--- src/design/mbc1_pkg.sv ---
// Package for the MBC1-style bank controller: beat types, command codes,
// address-region codes and default sizes. No dependencies.
`timescale 1ns / 1ps

package mbc1_pkg;

  localparam int RAM_DEPTH_DEF     = 32768;
  localparam int ROM_BANK_BITS_DEF = 7;
  localparam int RAM_IDX_W         = 15;  // bank * 8 KB + offset, before wrapping

  localparam logic [7:0] ENABLE_BITS   = 8'h0A;
  localparam logic [4:0] LOW_BANK_ZERO = 5'd0;

  // Address regions, keyed by address bits 15:13.
  localparam logic [2:0] REG_RAM_EN   = 3'b000;
  localparam logic [2:0] REG_ROM_LOW  = 3'b001;
  localparam logic [2:0] REG_BANK2    = 3'b010;
  localparam logic [2:0] REG_MODE     = 3'b011;
  localparam logic [2:0] REG_CART_RAM = 3'b101;

  // Command codes passed from the front to the back.
  localparam logic [1:0] CMD_ZERO   = 2'd0;
  localparam logic [1:0] CMD_ROM    = 2'd1;
  localparam logic [1:0] CMD_RAM_RD = 2'd2;
  localparam logic [1:0] CMD_RAM_WR = 2'd3;

  localparam logic KIND_WRITE = 1'b1;

  typedef struct packed {
    logic        kind;
    logic [15:0] address;
    logic [7:0]  write_data;
  } access_t;

  typedef struct packed {
    logic [7:0]  read_data;
    logic        rom_hit;
    logic [20:0] rom_address;
  } result_t;

  typedef struct packed {
    logic [1:0]           op;
    logic [RAM_IDX_W-1:0] ram_index;
    logic [7:0]           write_data;
    logic [20:0]          rom_address;
  } cmd_t;

endpackage

--- src/design/mbc1_front.sv ---
// Front end: accepts bus beats, updates the bank registers in order and
// turns each beat into a command for the back end. Depends on mbc1_pkg.
`timescale 1ns / 1ps

module mbc1_front #(
  parameter int RAM_DEPTH     = mbc1_pkg::RAM_DEPTH_DEF,
  parameter int ROM_BANK_BITS = mbc1_pkg::ROM_BANK_BITS_DEF
) (
  input  logic              clk,
  input  logic              rst,
  input  logic              push,
  input  mbc1_pkg::access_t access,
  input  logic              cmd_full,
  output logic              cmd_push,
  output mbc1_pkg::cmd_t    cmd
);
  import mbc1_pkg::*;

  logic [ROM_BANK_BITS-1:0] rom_bank, rom_bank_next;
  logic [1:0]               ram_bank, ram_bank_next;
  logic                     ram_on, ram_on_next;
  logic                     ram_mode, ram_mode_next;

  logic [2:0]  region;
  logic [6:0]  bank7;
  logic [6:0]  bank7_new;
  logic [4:0]  low_bits;
  logic [15:0] wrap;

  assign cmd_push = push && !cmd_full;
  assign region   = access.address[15:13];
  assign bank7    = 7'(rom_bank);

  always_comb begin
    rom_bank_next = rom_bank;
    ram_bank_next = ram_bank;
    ram_on_next   = ram_on;
    ram_mode_next = ram_mode;
    bank7_new     = bank7;
    low_bits      = access.write_data[4:0];
    if (low_bits == LOW_BANK_ZERO) begin
      low_bits = 5'd1;
    end
    if (access.kind == KIND_WRITE) begin
      case (region)
        REG_RAM_EN: begin
          ram_on_next = (access.write_data & ENABLE_BITS) == ENABLE_BITS;
        end
        REG_ROM_LOW: begin
          bank7_new = {bank7[6:5], low_bits};
        end
        REG_BANK2: begin
          if (ram_mode) begin
            ram_bank_next = access.write_data[1:0];
          end else begin
            bank7_new = {access.write_data[1:0], bank7[4:0]};
          end
        end
        REG_MODE: begin
          ram_mode_next = access.write_data != 8'd0;
        end
        default: begin
        end
      endcase
    end
    rom_bank_next = bank7_new[ROM_BANK_BITS-1:0];
  end

  // Bank * 8 KB + offset is below four times the smallest depth, so three
  // conditional subtractions wrap it into the RAM.
  always_comb begin
    wrap = {1'b0, ram_bank, access.address[12:0]};
    for (int i = 0; i < 3; i++) begin
      if (wrap >= 16'(RAM_DEPTH)) begin
        wrap = wrap - 16'(RAM_DEPTH);
      end
    end
  end

  always_comb begin
    cmd.op          = CMD_ZERO;
    cmd.ram_index   = wrap[RAM_IDX_W-1:0];
    cmd.write_data  = access.write_data;
    cmd.rom_address = 21'd0;
    if (access.kind == KIND_WRITE) begin
      if (region == REG_CART_RAM) begin
        cmd.op = CMD_RAM_WR;
      end
    end else if (!access.address[15]) begin
      cmd.op = CMD_ROM;
      if (!access.address[14]) begin
        cmd.rom_address = 21'(access.address);
      end else begin
        cmd.rom_address = (21'(rom_bank) << 14) | 21'(access.address[13:0]);
      end
    end else if (region == REG_CART_RAM && ram_on) begin
      cmd.op = CMD_RAM_RD;
    end
  end

  always_ff @(posedge clk) begin
    if (rst) begin
      rom_bank <= ROM_BANK_BITS'(1);
      ram_bank <= 2'd0;
      ram_on   <= 1'b0;
      ram_mode <= 1'b0;
    end else if (cmd_push) begin
      rom_bank <= rom_bank_next;
      ram_bank <= ram_bank_next;
      ram_on   <= ram_on_next;
      ram_mode <= ram_mode_next;
    end
  end

endmodule

--- config.mk ---
export PLATFORM = sky130hd
export DESIGN_NAME = mbc1_front
export DESIGN_NICKNAME = d
export VERILOG_FILES = /design/src/design/mbc1_pkg.sv /design/src/design/mbc1_front.sv
export SDC_FILE = /design/constraint.sdc
export NUM_CORES = 1
export LEC_CHECK = 0
export BUFFER_PORTS_ARGS = -buffer_cell sky130_fd_sc_hd__buf_2
export CORE_MARGIN = 2
export CORE_UTILIZATION = 34
export CTS_CLUSTER_DIAMETER = 60
export DETAILED_ROUTE_END_ITERATION = 8
export PLACE_DENSITY = 0.76
export REMOVE_ABC_BUFFERS = 1
export SYNTH_ARGS = -nofsm -noshare
export SYNTH_HDL_FRONTEND = slang
export SYNTH_SLANG_ARGS = --single-unit
--- constraint.sdc ---
create_clock -name clk -period 1 [get_ports clk]
set_input_delay 0.1 -clock clk [delete_from_list [all_inputs] [get_ports clk]]
set_output_delay 0.1 -clock clk [all_outputs]
set_load 0.1 [all_outputs]
==> impl_metrics.json <==
{
  "finalClockSkew_ps": 0.133,
  "worstReg2RegEnd": "bank7[6]$_SDFFE_PP0P_",
  "drt-total-wl_um": 4050,
  "route.detailed.drc": 0,
  "final_cell_mix": "buf_12, buf_2, and2_4",
  "dp_hpwl_um": 2950,
  "min_from": "rst",
  "clockBufferDepth": 2,
  "synth_top_area_cell": "dfxtp_1",
  "async_flop_share": 0,
  "setup_viol": 8,
  "path_clk_slew_ps": 70,
  "power.switching_mw": 0.905,
  "slew_viol_final": 0,
  "gp_congestion": 0.873,
  "fin_crit_ps": 1420,
  "critPathArrivalTime_ps": 1320,
  "die_w_um": 54.5,
  "layout_worst_path_cycle_share": 1.42,
  "ys.flop_type": "dfxtp_1",
  "rr_worst_depth": 2,
  "core.rowCount": 18,
  "yosys_warnings": 0,
  "n_antenna_cell": 0,
  "wl_per_cell_um": 20.5,
  "synth_edf_count": 0,
  "crit_path_end_kind": "output pin",
  "clock.fmax_mhz": 703,
  "synth.cell_area_um2": 866,
  "track_usage": 0.238,
  "vias_per_cell": 5.34,
  "switching_share": 0.474,
  "rsz0062_at_grt": "true",
  "syn_inst": 103,
  "p_per_area_mw_per_mm2": 939,
  "cts_made_buffers": 3,
  "drt-pass1-iter-count": 4,
  "ir_worst_vdd_mv": 0.888,
  "vias": 1051,
  "seq_power_share": 0.232,
  "start_kind": "register",
  "reg2reg_slack_ps": 10,
  "core_mm2": 0.00245,
  "die_h_um": 54.5,
  "cts-htree-levels": 1,
  "synthToLayoutAreaGrowth_pct": 135,
  "ys_top_cells_by_area": "dfxtp_1, buf_4, mux2i_1",
  "violations": "setup timing",
  "tightest_slew_ps": 486,
  "grt_pass1_vias": 943,
  "cp.required_ps": 900,
  "yosys.cell_types.count": 25,
  "combPwrFrac": 0.609,
  "tritoncts": "built",
  "grt.overflow.total": 0,
  "ys_seq_area_frac": 0.254,
  "placed_cells": 190,
  "synth_area_per_cell_um2": 8.41,
  "ios": 76,
  "min_path_type": "input port to register",
  "crit_path_max_fanout": 2,
  "fin_ws_ps": -422,
  "crit_start": "ram_on$_SDFFE_PP0P_",
  "hold_viol": 0,
  "internal_power_mw": 1.00,
  "ys_ff_latch": 11,
  "initialDrtViolationCount": 33,
  "finalSetupTns_ps": -815,
  "slew_headroom": 0.673,
  "cts.sinks": 11,
  "antenna_found_initial": 0,
  "reg2reg_from": "ram_mode$_SDFFE_PP0P_",
  "pwr-share-clk": 0.159,
  "grt_start_max_net_pins": 15,
  "instances_no_fill": 197,
  "power_leakage_nw": 0.891,
  "port-buffer-count": 75,
  "endpoint": "cmd[45]",
  "status": "complete, but fails checks",
  "clk_latency_ps": 260,
  "ant_nets": 0,
  "postLayoutCoreUtil": 0.828,
  "fp.dieArea_mm2": 0.00297,
  "critPathKind": "register to output pin",
  "grt_pass1_wl_um": 4880,
  "cap_viol_max_count": 0,
  "final_common_cell": "buf_12",
  "drive_above_1_share": 0.754,
  "initial_core_util": 0.353,
  "clockRootBuffer": "clkbuf_4",
  "netlist.area_leader.share": 0.254,
  "hold_ws_ps": 74.5,
  "final_nets": 197
}
-- state kept, by name, summed over array words and instances, names as in the netlist --
name,flops
ram_bank,2
ram_mode,1
ram_on,1
bank7,7
-- worst min path at each step --
stage,endpoint,cells after the start
after floorplan,ram_on$_SDFFE_PP0P_,1
after global placement,ram_on$_SDFFE_PP0P_,2
after detailed placement,ram_on$_SDFFE_PP0P_,2
after CTS,ram_on$_SDFFE_PP0P_,2
after global routing,ram_on$_SDFFE_PP0P_,2
final,ram_mode$_SDFFE_PP0P_,2
-- critical path: stages (launching register included) --
cell	delay, ps
dfxtp_2	340
nor2_2	50
nor4bb_2	310
buf_4	190
buf_12	160
-- power by group through the flow --
stage | Clock [mW] | Combinational, mW | Sequential, mW
final | 0.302 | 1.16 | 0.443
after global routing | 0.321 | 1.19 | 0.443
after CTS | 0.305 | 1.11 | 0.442
after detailed placement | 0 | 1.11 | 0.452
after global placement | 0 | 1.09 | 0.452
after floorplan | 0 | 0.287 | 0.452
-- cells by family after synthesis --
logic type      count (synthesis)  share of synthesized area
compound gates                  5                     0.0376
simple gates                   51                      0.395
mux                             9                      0.104
flops                          11                      0.254
buf+inv                        27                      0.210
-- cells in the mapped netlist, types with 2 or more instances --
| library cell | number |
|---|---|
| and3_1 | 8 |
| buf_4 | 21 |
| nor4_1 | 2 |
| nand4b_1 | 2 |
| clkbuf_1 | 4 |
| nor2_1 | 4 |
| mux2i_1 | 9 |
| nand2_1 | 13 |
| dfxtp_1 | 11 |
| and2_1 | 14 |
-- cell type report --
cell class / instances / area, um^2
timing repair buffer: 86 / 1180
multi-input combinational: 65 / 551
fill: 104 / 422
sequential: 11 / 231
tap: 30 / 37.5
clock buffer: 4 / 26.3
inverter: 1 / 3.75
-- what timing repair did --
action,CTS,global route
hold buffers,0,0
gates resized for setup,2,41
setup endpoints to repair,22,24
setup buffers,1,1
gates cloned,0,1
pin swaps,2,2
-- per-stage QoR --
stage / cell area (um^2) / setup WS, ps / power [mW]
2_1_floorplan: 688 / -2310 / 0.739
3_3_place_gp: 1870 / -86.0 / 1.54
3_5_place_dp: 1870 / -173 / 1.56
4_1_cts: 1900 / -414 / 1.86
5_1_grt: 2030 / -441 / 1.95
6_report: 2030 / -422 / 1.91
-- routing by layer --
| layer | vias up | track usage | routed length [um] |
|---|---|---|---|
| met5 | - | 0 | 0 |
| met4 | 0 | 0.0833 | 146 |
| met3 | 20 | 0.0765 | 431 |
| met2 | 76 | 0.430 | 2020 |
| met1 | 493 | 0.259 | 1450 |
| li1 | 462 | - | - |
Note: power is estimated with default switching activity, not from simulation.
