==> src/design/mbc1_pkg.sv <==
// Package for the MBC1-style bank controller: beat types, command codes,
// address-region codes and default sizes. No dependencies.
`timescale 1ns / 1ps

package mbc1_pkg;

  localparam int RAM_DEPTH_DEF     = 32768;
  localparam int ROM_BANK_BITS_DEF = 7;
  localparam int RAM_IDX_W         = 15;  // bank * 8 KB + offset, before wrapping

  localparam logic [7:0] ENABLE_BITS   = 8'h0A;
  localparam logic [4:0] LOW_BANK_ZERO = 5'd0;

  // Address regions, keyed by address bits 15:13.
  localparam logic [2:0] REG_RAM_EN   = 3'b000;
  localparam logic [2:0] REG_ROM_LOW  = 3'b001;
  localparam logic [2:0] REG_BANK2    = 3'b010;
  localparam logic [2:0] REG_MODE     = 3'b011;
  localparam logic [2:0] REG_CART_RAM = 3'b101;

  // Command codes passed from the front to the back.
  localparam logic [1:0] CMD_ZERO   = 2'd0;
  localparam logic [1:0] CMD_ROM    = 2'd1;
  localparam logic [1:0] CMD_RAM_RD = 2'd2;
  localparam logic [1:0] CMD_RAM_WR = 2'd3;

  localparam logic KIND_WRITE = 1'b1;

  typedef struct packed {
    logic        kind;
    logic [15:0] address;
    logic [7:0]  write_data;
  } access_t;

  typedef struct packed {
    logic [7:0]  read_data;
    logic        rom_hit;
    logic [20:0] rom_address;
  } result_t;

  typedef struct packed {
    logic [1:0]           op;
    logic [RAM_IDX_W-1:0] ram_index;
    logic [7:0]           write_data;
    logic [20:0]          rom_address;
  } cmd_t;

endpackage

==> src/design/mbc1_cmd_queue.sv <==
// Two-entry command queue between the front and back ends.
// Depends on mbc1_pkg for the command type.
`timescale 1ns / 1ps

module mbc1_cmd_queue (
  input  logic           clk,
  input  logic           rst,
  input  logic           push,
  input  mbc1_pkg::cmd_t cmd_in,
  output logic           full,
  output logic           empty,
  input  logic           pop,
  output mbc1_pkg::cmd_t cmd_out
);
  import mbc1_pkg::*;

  cmd_t       slots [2];
  logic       wr_ptr;
  logic       rd_ptr;
  logic [1:0] count;
  logic       do_push;
  logic       do_pop;

  assign full    = count == 2'd2;
  assign empty   = count == 2'd0;
  assign do_push = push && !full;
  assign do_pop  = pop && !empty;
  assign cmd_out = slots[rd_ptr];

  always_ff @(posedge clk) begin
    if (do_push) begin
      slots[wr_ptr] <= cmd_in;
    end
  end

  always_ff @(posedge clk) begin
    if (rst) begin
      wr_ptr <= 1'b0;
      rd_ptr <= 1'b0;
      count  <= 2'd0;
    end else begin
      if (do_push) begin
        wr_ptr <= ~wr_ptr;
      end
      if (do_pop) begin
        rd_ptr <= ~rd_ptr;
      end
      count <= count + {1'b0, do_push} - {1'b0, do_pop};
    end
  end

endmodule

==> config.mk <==
export PLATFORM = sky130hd
export DESIGN_NAME = mbc1_cmd_queue
export DESIGN_NICKNAME = d
export VERILOG_FILES = /design/src/design/mbc1_pkg.sv /design/src/design/mbc1_cmd_queue.sv
export SDC_FILE = /design/constraint.sdc
export NUM_CORES = 1
export LEC_CHECK = 0
export BUFFER_PORTS_ARGS = -buffer_cell sky130_fd_sc_hd__buf_4
export CAP_MARGIN = 25
export CORE_MARGIN = 8
export CORE_UTILIZATION = 30
export DETAILED_ROUTE_END_ITERATION = 6
export SLEW_MARGIN = 10
export SYNTH_ARGS = -nofsm -noshare
export SYNTH_HDL_FRONTEND = slang
export SYNTH_SLANG_ARGS = --single-unit
==> constraint.sdc <==
create_clock -name clk -period 2.85 [get_ports clk]
set_input_delay 0.285 -clock clk [delete_from_list [all_inputs] [get_ports clk]]
set_output_delay 0.285 -clock clk [all_outputs]
set_load 0.02 [all_outputs]
==> qor.txt, run 1 <==
Mapped Cells: 170
Post-CTS Setup Inserts: 0
fin. max-slew vios: 0
total CTS buffers: 9
CTS tree: done
synthesized area: 3550 sq um
register area share after synthesis: 80.65%
unrepaired setup endpoints after global routing: no
clk_lat worst skew: 0.32 ns
FF+latch area: 2864 sq um
final worst setup slack: 0.7265 ns
leakage: 0.001763 uW
Setup crit end kind: primary output
Setup CP Type: reg2out
critical path's largest stage delay: 0.72 ns
setup_tns: 0 ns
VDD IR max: 0.5396 mV
Arr. time, crit path: 1.84 ns
Global Route Usage Sum: 8.644%
multi-input logic area: 636.9 sq um
Initial DRT Pass Iterations: 4
Final Net Count: 328
hold bufs inserted after CTS: 0
Critical-path top delay cell: dfxtp_2
vias in the first global route: 1977
CTS Buffer Depth: 2
DP Wirelength: 4.614 mm
Placed Area: 4471 sq um
CP cell instances: buf_12, mux2_2, buf_4
Netlist cell types: 21
max cap viols: 0
Core ar.: 11470 sq um
layout cells sized above 1: 57.65%
outcome: completed
CTS clk-pin slew, worst paths: 0.06 ns
fin area: 4728 sq um
R2R cell count: 5
number of I/O pins: 98
Avg WL per Cell: 16.12 microns
Max Fanout on Critical Path: 24
first-pass GRT wire length: 10.52 mm
final setup fails: 0
Layout area overhead: 33.20%
# resized after CTS: 0
Initial DRC Count: 78
H-tree levels: 3
count of input and output buffers: 97
filler instances: 1032
period utilization: 74.51%
Setup WS pre-CTS: 0.9481 ns
Diodes inserted: 0
Via density: 4.290
die area: 15570 sq um
floorplan row count: 39
Die H: 124.8 microns
die width: 124.8 microns
Least-Margin Pin Slew: 0.6395 ns
final wirelength: 6.833 mm
initial core utilization: 30.95%
Hold Crit Class: in2reg
Avg Inst Size Synth: 20.88 sq um
synth warn: 0
worst hold path depth: 1
largest net degree at the start of global routing: 47
Fin Clk Skew: 0.004648 ns
Critical Path RT: 2.57 ns
fmax: 470.9 MHz
syn_nets: 222
pwr dens: 920.0 nW/um^2
flops & latches, synth: 97
CTS sink count: 97
via count: 1819
count of final hold-check violations: 0
Slew Limit Headroom: 57.37%
commonest cells after routing, fill and taps aside: buf_4, edfxtp_1, mux2_2
DR DRC count: 0
Antenna Violating Nets Remaining: 0
commonest non-fill, non-tap cell in the layout: buf_4
CTS root buffer: clkbuf_16
grt ovf: 0
antenna violations before repair: 0
Layout Utilization: 41.23%
crit start category: flip-flop
Period minus WS final: 2.123 ns
gp weighted congestion: 0.6225
cell families after synthesis:
logic type | share of synthesized area, %
fa+ha+maj | 0.7049
xor+xnor | 0.4936
compound gates | 0.4933
flops | 80.65
mux | 14.59
simple gates | 1.657
buf+inv | 1.410
path summary, 6_finish.rpt:
| kind | slack (ns) | endpoint | startpoint |
|---|---|---|---|
| min reg2reg | 0.51 | wr_ptr | wr_ptr |
| max reg2reg | 0.98 | slots[0][26] | count[0] |
| max | 0.73 | cmd_out[29] | flip-flop |
| min | 0.14 | slots[1][15] | cmd_in[15] |
sequential cells by signal, indices dropped and copies added (netlist names), named ones only:
signal  flops
wr_ptr      1
rd_ptr      1
slots      92
count       2
per-stage QoR:
stage	power (uW)	instances	hold WS (ns)
final	4350	424	0.1393
after floorplan	2769	170	0.3541
after global placement	3361	408	0.4720
after global routing	4559	424	0.1195
after CTS	4440	424	0.1251
after detailed placement	3375	408	0.4728
synthesized netlist by cell type:
cell | count | area [sq um]
edfxtp_1 | 92 | 2763
mux2_2 | 46 | 518.0
dfxtp_1 | 5 | 100.1
buf_4 | 4 | 30.03
nor2_1 | 4 | 15.01
inv_1 | 3 | 11.26
ha_1 | 2 | 25.02
a21oi_1 | 1 | 5.000
and2_1 | 1 | 6.260
and3_2 | 1 | 7.510
buf_2 | 1 | 5.000
inv_2 | 1 | 3.750
nand2_1 | 1 | 3.750
nand2b_2 | 1 | 8.760
nor2b_1 | 1 | 6.260
nor3_1 | 1 | 5.000
o21a_1 | 1 | 7.510
o21ai_0 | 1 | 5.000
or3_1 | 1 | 6.260
xnor2_1 | 1 | 8.760
xor2_1 | 1 | 8.760
final cells by class:
type,instances,share of cell area [%]
clock buffers,13,5.081
clock inverters,3,0.3705
inverters,4,0.3175
multi-input cells,64,13.47
flip-flops and latches,97,60.57
well taps,143,3.784
repair buffers,100,16.41
worst max-delay path: cells and delay by family (launching register included):
kind	cells	cell delay [ns]
mux	1	0.36
buf+inv	2	0.43
flops	1	0.72
routing by layer:
layer	track usage, %	up-vias	part of all wire [%]
li1	-	867	-
met5	0	-	0
met3	3.957	8	6.9
met1	9.746	893	43
met2	14.04	51	49
met4	3.189	0	1.0
power by group:
group | leakage, uW | switching (uW) | internal [uW]
clock | 0.000125 | 462 | 590
sequential | 0.000901 | 104 | 1820
combinational | 0.000737 | 718 | 659
Power figures use the tool's default switching activity.
==> run 2: changes to the inputs <==
==> constraint.sdc (replaced) <==
create_clock -name clk -period 1.9 [get_ports clk]
set_input_delay 0.19 -clock clk [delete_from_list [all_inputs] [get_ports clk]]
set_output_delay 0.19 -clock clk [all_outputs]
set_load 0.02 [all_outputs]
==> qor.txt, run 2 (synthesized netlist as in run 1, its figures left out) <==
gp weighted congestion: 0.6540 (was 0.6225)
total CTS buffers: 9 (unchanged)
Clk pwr share: 24.9% (was 24.2%)
Antenna Violating Nets Remaining: 0 (unchanged)
Placed Area: 4494 sq um (was 4471 sq um)
via count: 1822 (was 1819)
Biggest register: slots (unchanged)
Setup CP Type: reg2out (unchanged)
Comb power frac: 32.6% (was 31.6%)
Avg WL per Cell: 16.08 microns (was 16.12 microns)
CTS clk-pin slew, worst paths: 0.06 ns (about the same)
CP cell instances: buf_4, mux2_2, buf_4 (was buf_12, mux2_2, buf_4)
Via density: 4.287 (was 4.290)
DP Wirelength: 4.515 mm (was 4.614 mm)
max cap viols: 0 (unchanged)
unrepaired setup endpoints after global routing: no (unchanged)
setup_tns: 0 ns (unchanged)
Period minus WS final: 1.659 ns
layout cells sized above 1: 57.80% (was 57.65%)
VDD IR max: 0.6290 mV (was 0.5396 mV)
hold bufs inserted after CTS: 0 (unchanged)
count of input and output buffers: 97 (unchanged)
commonest non-fill, non-tap cell in the layout: buf_4 (unchanged)
CTS root buffer: clkbuf_16 (unchanged)
CTS sink count: 97 (unchanged)
# resized after CTS: 0 (unchanged)
grt ovf: 0 (unchanged)
fmax: 602.8 MHz
commonest cells after routing, fill and taps aside: buf_4, edfxtp_1, mux2_2 (unchanged)
die width: 124.8 microns (unchanged)
Max Fanout on Critical Path: 16 (was 24)
fin area: 4766 sq um (was 4728 sq um)
die area: 15570 sq um (unchanged)
outcome: completed (unchanged)
first-pass GRT wire length: 11.02 mm (was 10.52 mm)
Psw: 1922 uW (was 1283 uW)
Setup WS pre-CTS: 0.2470 ns (was 0.9481 ns)
Least-Margin Pin Slew: 0.2800 ns (was 0.6395 ns)
Diodes inserted: 0 (unchanged)
cell-internal power: 4699 uW (was 3067 uW)
Critical-path top delay cell: mux2_2 (was dfxtp_2)
floorplan row count: 39 (unchanged)
Slew Limit Headroom: 81.33% (was 57.37%)
Layout area overhead: 34.26% (was 33.20%)
Fin Clk Skew: 0.007233 ns (was 0.004648 ns)
final worst setup slack: 0.2411 ns (was 0.7265 ns)
fin. max-slew vios: 0 (unchanged)
clk_lat worst skew: 0.33 ns (was 0.32 ns)
count of final hold-check violations: 0 (unchanged)
max reg flops: 92 (unchanged)
Arr. time, crit path: 1.47 ns (was 1.84 ns)
initial core utilization: 30.95% (unchanged)
number of I/O pins: 98 (unchanged)
cell mode on critical path: buf_4
Initial DRC Count: 100 (was 78)
Post-CTS Setup Inserts: 0 (unchanged)
DR DRC count: 0 (unchanged)
Final Net Count: 329 (was 328)
Initial DRT Pass Iterations: 4 (unchanged)
final setup fails: 0 (unchanged)
largest net degree at the start of global routing: 47 (unchanged)
Global Route Usage Sum: 9.182% (was 8.644%)
top flop regs: slots: 92 flops, count: 2 flops (unchanged)
CTS tree: done (unchanged)
CTS Buffer Depth: 2 (unchanged)
Hold Crit Class: in2reg (unchanged)
final wirelength: 6.836 mm (was 6.833 mm)
Die H: 124.8 microns (unchanged)
critical path's largest stage delay: 0.38 ns (was 0.72 ns)
pwr dens: 1389 nW/um^2 (was 920.0 nW/um^2)
H-tree levels: 3 (unchanged)
vias in the first global route: 2061 (was 1977)
Flop pwr share: 42.5% (was 44.2%)
Core ar.: 11470 sq um (unchanged)
crit start category: flip-flop (unchanged)
Critical Path RT: 1.71 ns (was 2.57 ns)
antenna violations before repair: 0 (unchanged)
Setup crit end kind: primary output (unchanged)
leakage: 0.001772 uW (was 0.001763 uW)
period utilization: 87.31%
sw frac: 29.03% (was 29.50%)
-- run 2: changes by cell type in the layout (fill, tap and decap cells not counted) --
cell,previous run,this run
clkinv_4,1,0
clkbuf_8,0,2
clkbuf_1,4,5
clkinvlp_4,0,1
buf_12,2,3
inv_2,2,1
clkinv_2,1,0
clkinv_1,1,0
-- run 2: layer usage --
layer / share of wire, % / track usage (%) / up-vias
met5: 0 / 0 / -
met4: 1.6 / 4.890 / 0
met3: 6.4 / 3.872 / 7
met2: 51 / 14.86 / 51
met1: 41 / 10.05 / 893
li1: - / - / 871
-- run 2: final cells by class --
cell class / instances / area, sq um
sequential: 97 / 2864
clock buffer: 16 / 271.5
timing repair buffer: 101 / 795.8
tap: 143 / 178.9
fill: 1063 / 6701
inverter: 4 / 18.77
multi-input combinational: 64 / 636.9
-- run 2: final timing paths --
kind	cells after the start	startpoint	endpoint	slack, ns
hold / removal	1	cmd_in[27]	slots[1][27]	0.04
setup / recovery	3	flip-flop	cmd_out[24]	0.24
setup reg to reg	5	count[0]	slots[0][40]	0.25
hold reg to reg	2	wr_ptr	wr_ptr	0.51
-- run 2: critical path: cells and delay by family (launching register included) --
kind                   cells  cell delay (ns)
multiplexers               1             0.38
buffers and inverters      2             0.41
flip-flops                 1             0.35
-- run 2: power groups by stage --
stage               logic (uW)  clock network [uW]  registers [uW]
floorplan                 1320                   0            2830
global placement          2220                   0            2850
detailed placement        2230                   0            2860
CTS                       2230                1710            2810
global route              2350                1780            2840
finish                    2160                1650            2810
-- run 2: metrics by stage --
| stage | power, uW | cells | hold slack, ns | util, % |
|---|---|---|---|---|
| after floorplan | 4155 | 170 | 0.2591 | - |
| after global placement | 5068 | 409 | 0.3751 | 39.19 |
| after detailed placement | 5084 | 409 | 0.3782 | 39.19 |
| after CTS | 6758 | 425 | 0.01977 | 41.56 |
| after global routing | 6971 | 425 | 0.01956 | 41.56 |
| final | 6621 | 425 | 0.03945 | 41.56 |
==> run 3: changes to the inputs <==
--- a/config.mk
+++ b/config.mk
@@ -7,9 +7,12 @@
 export LEC_CHECK = 0
 export BUFFER_PORTS_ARGS = -buffer_cell sky130_fd_sc_hd__buf_4
 export CAP_MARGIN = 25
+export CELL_PAD_IN_SITES_DETAIL_PLACEMENT = 1
+export CELL_PAD_IN_SITES_GLOBAL_PLACEMENT = 1
 export CORE_MARGIN = 8
 export CORE_UTILIZATION = 30
 export DETAILED_ROUTE_END_ITERATION = 6
+export PLACE_DENSITY_LB_ADDON = 0.1
 export SLEW_MARGIN = 10
 export SYNTH_ARGS = -nofsm -noshare
 export SYNTH_HDL_FRONTEND = slang
==> qor.txt, run 3 (synthesized netlist as in run 1, its figures left out) <==
largest net degree at the start of global routing: 47 (unchanged)
Worst Hold End: slots[1][33] (was slots[1][27])
CTS Buffer Depth: 2 (unchanged)
# resized after CTS: 0 (unchanged)
Max Fanout on Critical Path: 46 (was 16)
Diodes inserted: 0 (unchanged)
Least-Margin Pin Slew: 0.3500 ns (was 0.2800 ns)
die width: 124.8 microns (unchanged)
Initial DRC Count: 88 (was 100)
Avg WL per Cell: 17.61 microns (was 16.08 microns)
count of final hold-check violations: 0 (unchanged)
Setup WS pre-CTS: 0.2484 ns (was 0.2470 ns)
top flop regs: slots: 92 flops, count: 2 flops (unchanged)
R2R cell count: 5 (unchanged)
Comb power frac: 32.4% (was 32.6%)
Core ar.: 11470 sq um (unchanged)
CTS clk-pin slew, worst paths: 0.07 ns (was 0.06 ns)
CTS root buffer: clkbuf_16 (unchanged)
pwr dens: 1410 nW/um^2 (was 1389 nW/um^2)
clk_lat worst skew: 0.33 ns (about the same)
Placed Area: 4489 sq um (was 4494 sq um)
Initial DRT Pass Iterations: 4 (unchanged)
commonest cells after routing, fill and taps aside: buf_4, edfxtp_1, mux2_2 (unchanged)
hold bufs inserted after CTS: 0 (unchanged)
Clk pwr share: 25.8% (was 24.9%)
final wirelength: 7.500 mm (was 6.836 mm)
initial core utilization: 30.95% (unchanged)
number of I/O pins: 98 (unchanged)
Setup CP Type: reg2reg (was reg2out)
Post-CTS Setup Inserts: 0 (unchanged)
leakage: 0.001781 uW (was 0.001772 uW)
worst hold path depth: 1 (unchanged)
H-tree levels: 3 (unchanged)
Antenna Violating Nets Remaining: 0 (unchanged)
fmax: 609.2 MHz (was 602.8 MHz)
Layout area overhead: 34.58% (was 34.26%)
final worst setup slack: 0.2586 ns (was 0.2411 ns)
total CTS buffers: 9 (unchanged)
CTS tree: done (unchanged)
CTS sink count: 97 (unchanged)
unrepaired setup endpoints after global routing: no (unchanged)
reg-to-reg startpoint: count[0] (unchanged)
first-pass GRT wire length: 11.70 mm (was 11.02 mm)
CP cell instances: nand2b_2, inv_2, or3_1, clkinvlp_4, buf_12 (was buf_4, mux2_2, buf_4)
fin area: 4777 sq um (was 4766 sq um)
antenna violations before repair: 0 (unchanged)
DR DRC count: 0 (unchanged)
R2R setup slack: 0.26 ns (was 0.25 ns)
Setup crit end kind: flip-flop (was primary output)
grt ovf: 0 (unchanged)
Final Net Count: 330 (was 329)
crit start category: flip-flop (unchanged)
filler instances: 1117 (was 1063)
VDD IR max: 0.5549 mV (was 0.6290 mV)
fin. max-slew vios: 0 (unchanged)
period utilization: 86.39% (was 87.31%)
cell-internal power: 4744 uW (was 4699 uW)
Die H: 124.8 microns (unchanged)
count of input and output buffers: 97 (unchanged)
Via density: 4.319 (was 4.287)
Period minus WS final: 1.641 ns (was 1.659 ns)
outcome: completed (unchanged)
Arr. time, crit path: 1.65 ns (was 1.47 ns)
Critical Path RT: 1.91 ns (was 1.71 ns)
RR Endpoint: slots[0][36] (was slots[0][40])
Psw: 1994 uW (was 1922 uW)
max reg flops: 92 (unchanged)
final setup fails: 0 (unchanged)
die area: 15570 sq um (unchanged)
Critical-path top delay cell: dfxtp_1 (was mux2_2)
Flop pwr share: 41.8% (was 42.5%)
gp weighted congestion: 0.6536 (was 0.6540)
critical path's largest stage delay: 0.36 ns (was 0.38 ns)
Biggest register: slots (unchanged)
setup_tns: 0 ns (unchanged)
Hold Crit Class: in2reg (unchanged)
sw frac: 29.60% (was 29.03%)
vias in the first global route: 2115 (was 2061)
commonest non-fill, non-tap cell in the layout: buf_4 (unchanged)
Global Route Usage Sum: 9.680% (was 9.182%)
layout cells sized above 1: 58.66% (was 57.80%)
DP Wirelength: 5.113 mm (was 4.515 mm)
Hold Crit Start: cmd_in[33] (was cmd_in[27])
max cap viols: 0 (unchanged)
Fin Clk Skew: 0.006941 ns (was 0.007233 ns)
via count: 1840 (was 1822)
Slew Limit Headroom: 76.67% (was 81.33%)
floorplan row count: 39 (unchanged)
## run 3: worst max path at each step
| stage | start | endpoint | cells past startpoint | slack (ns) |
|---|---|---|---|---|
| 6_report | count[0] | slots[0][36] | 5 | 0.26 |
| 5_1_grt | count[0] | slots[0][36] | 5 | 0.16 |
| 4_1_cts | flip-flop | cmd_out[29] | 3 | 0.22 |
| 3_5_place_dp | count[0] | slots[0][24] | 5 | 0.25 |
| 3_3_place_gp | count[0] | slots[0][17] | 5 | 0.28 |
| 2_1_floorplan | count[0] | slots[0][0] | 4 | 0.08 |
## run 3: routing by layer
| layer | global-route usage (%) | wire [microns] | vias to the layer above |
|---|---|---|---|
| met5 | 0 | 0 | - |
| met1 | 10.97 | 3160 | 903 |
| li1 | - | - | 870 |
| met2 | 15.65 | 3691 | 57 |
| met3 | 3.404 | 506 | 10 |
| met4 | 5.315 | 142 | 0 |
## run 3: power groups by stage
| stage | logic [uW] | registers (uW) | clock network [uW] |
|---|---|---|---|
| 2_1_floorplan | 1320 | 2830 | 0 |
| 3_3_place_gp | 2240 | 2850 | 0 |
| 3_5_place_dp | 2250 | 2860 | 0 |
| 4_1_cts | 2260 | 2820 | 1810 |
| 5_1_grt | 2360 | 2850 | 1870 |
| 6_report | 2180 | 2810 | 1740 |
## run 3: layout make-up
cell class                 instances  area [sq um]  share of cell area (%)
tap                              143         178.9                   3.745
sequential                        97          2864                   59.95
inverter                           4         18.77                  0.3929
multi-input combinational         64         636.9                   13.33
clock buffer                      10         229.0                   4.793
clock inverter                     6         58.81                   1.231
timing repair buffer             102         790.8                   16.55
## run 3: per-stage QoR
| step | hold slack (ns) | power [uW] | std cells | util (%) |
|---|---|---|---|---|
| 6_report | 0.03724 | 6738 | 426 | 41.66 |
| 5_1_grt | 0.02248 | 7078 | 426 | 41.66 |
| 4_1_cts | 0.02110 | 6890 | 426 | 41.66 |
| 3_5_place_dp | 0.3797 | 5115 | 410 | 39.15 |
| 3_3_place_gp | 0.3754 | 5093 | 410 | 39.15 |
| 2_1_floorplan | 0.2591 | 4155 | 170 | - |
## run 3: critical path, delay by kind of cell, from the launching register on
family	cells	cell delay, ns
buffers and inverters	3	0.41
AND/OR/NAND/NOR	2	0.52
flip-flops	1	0.36
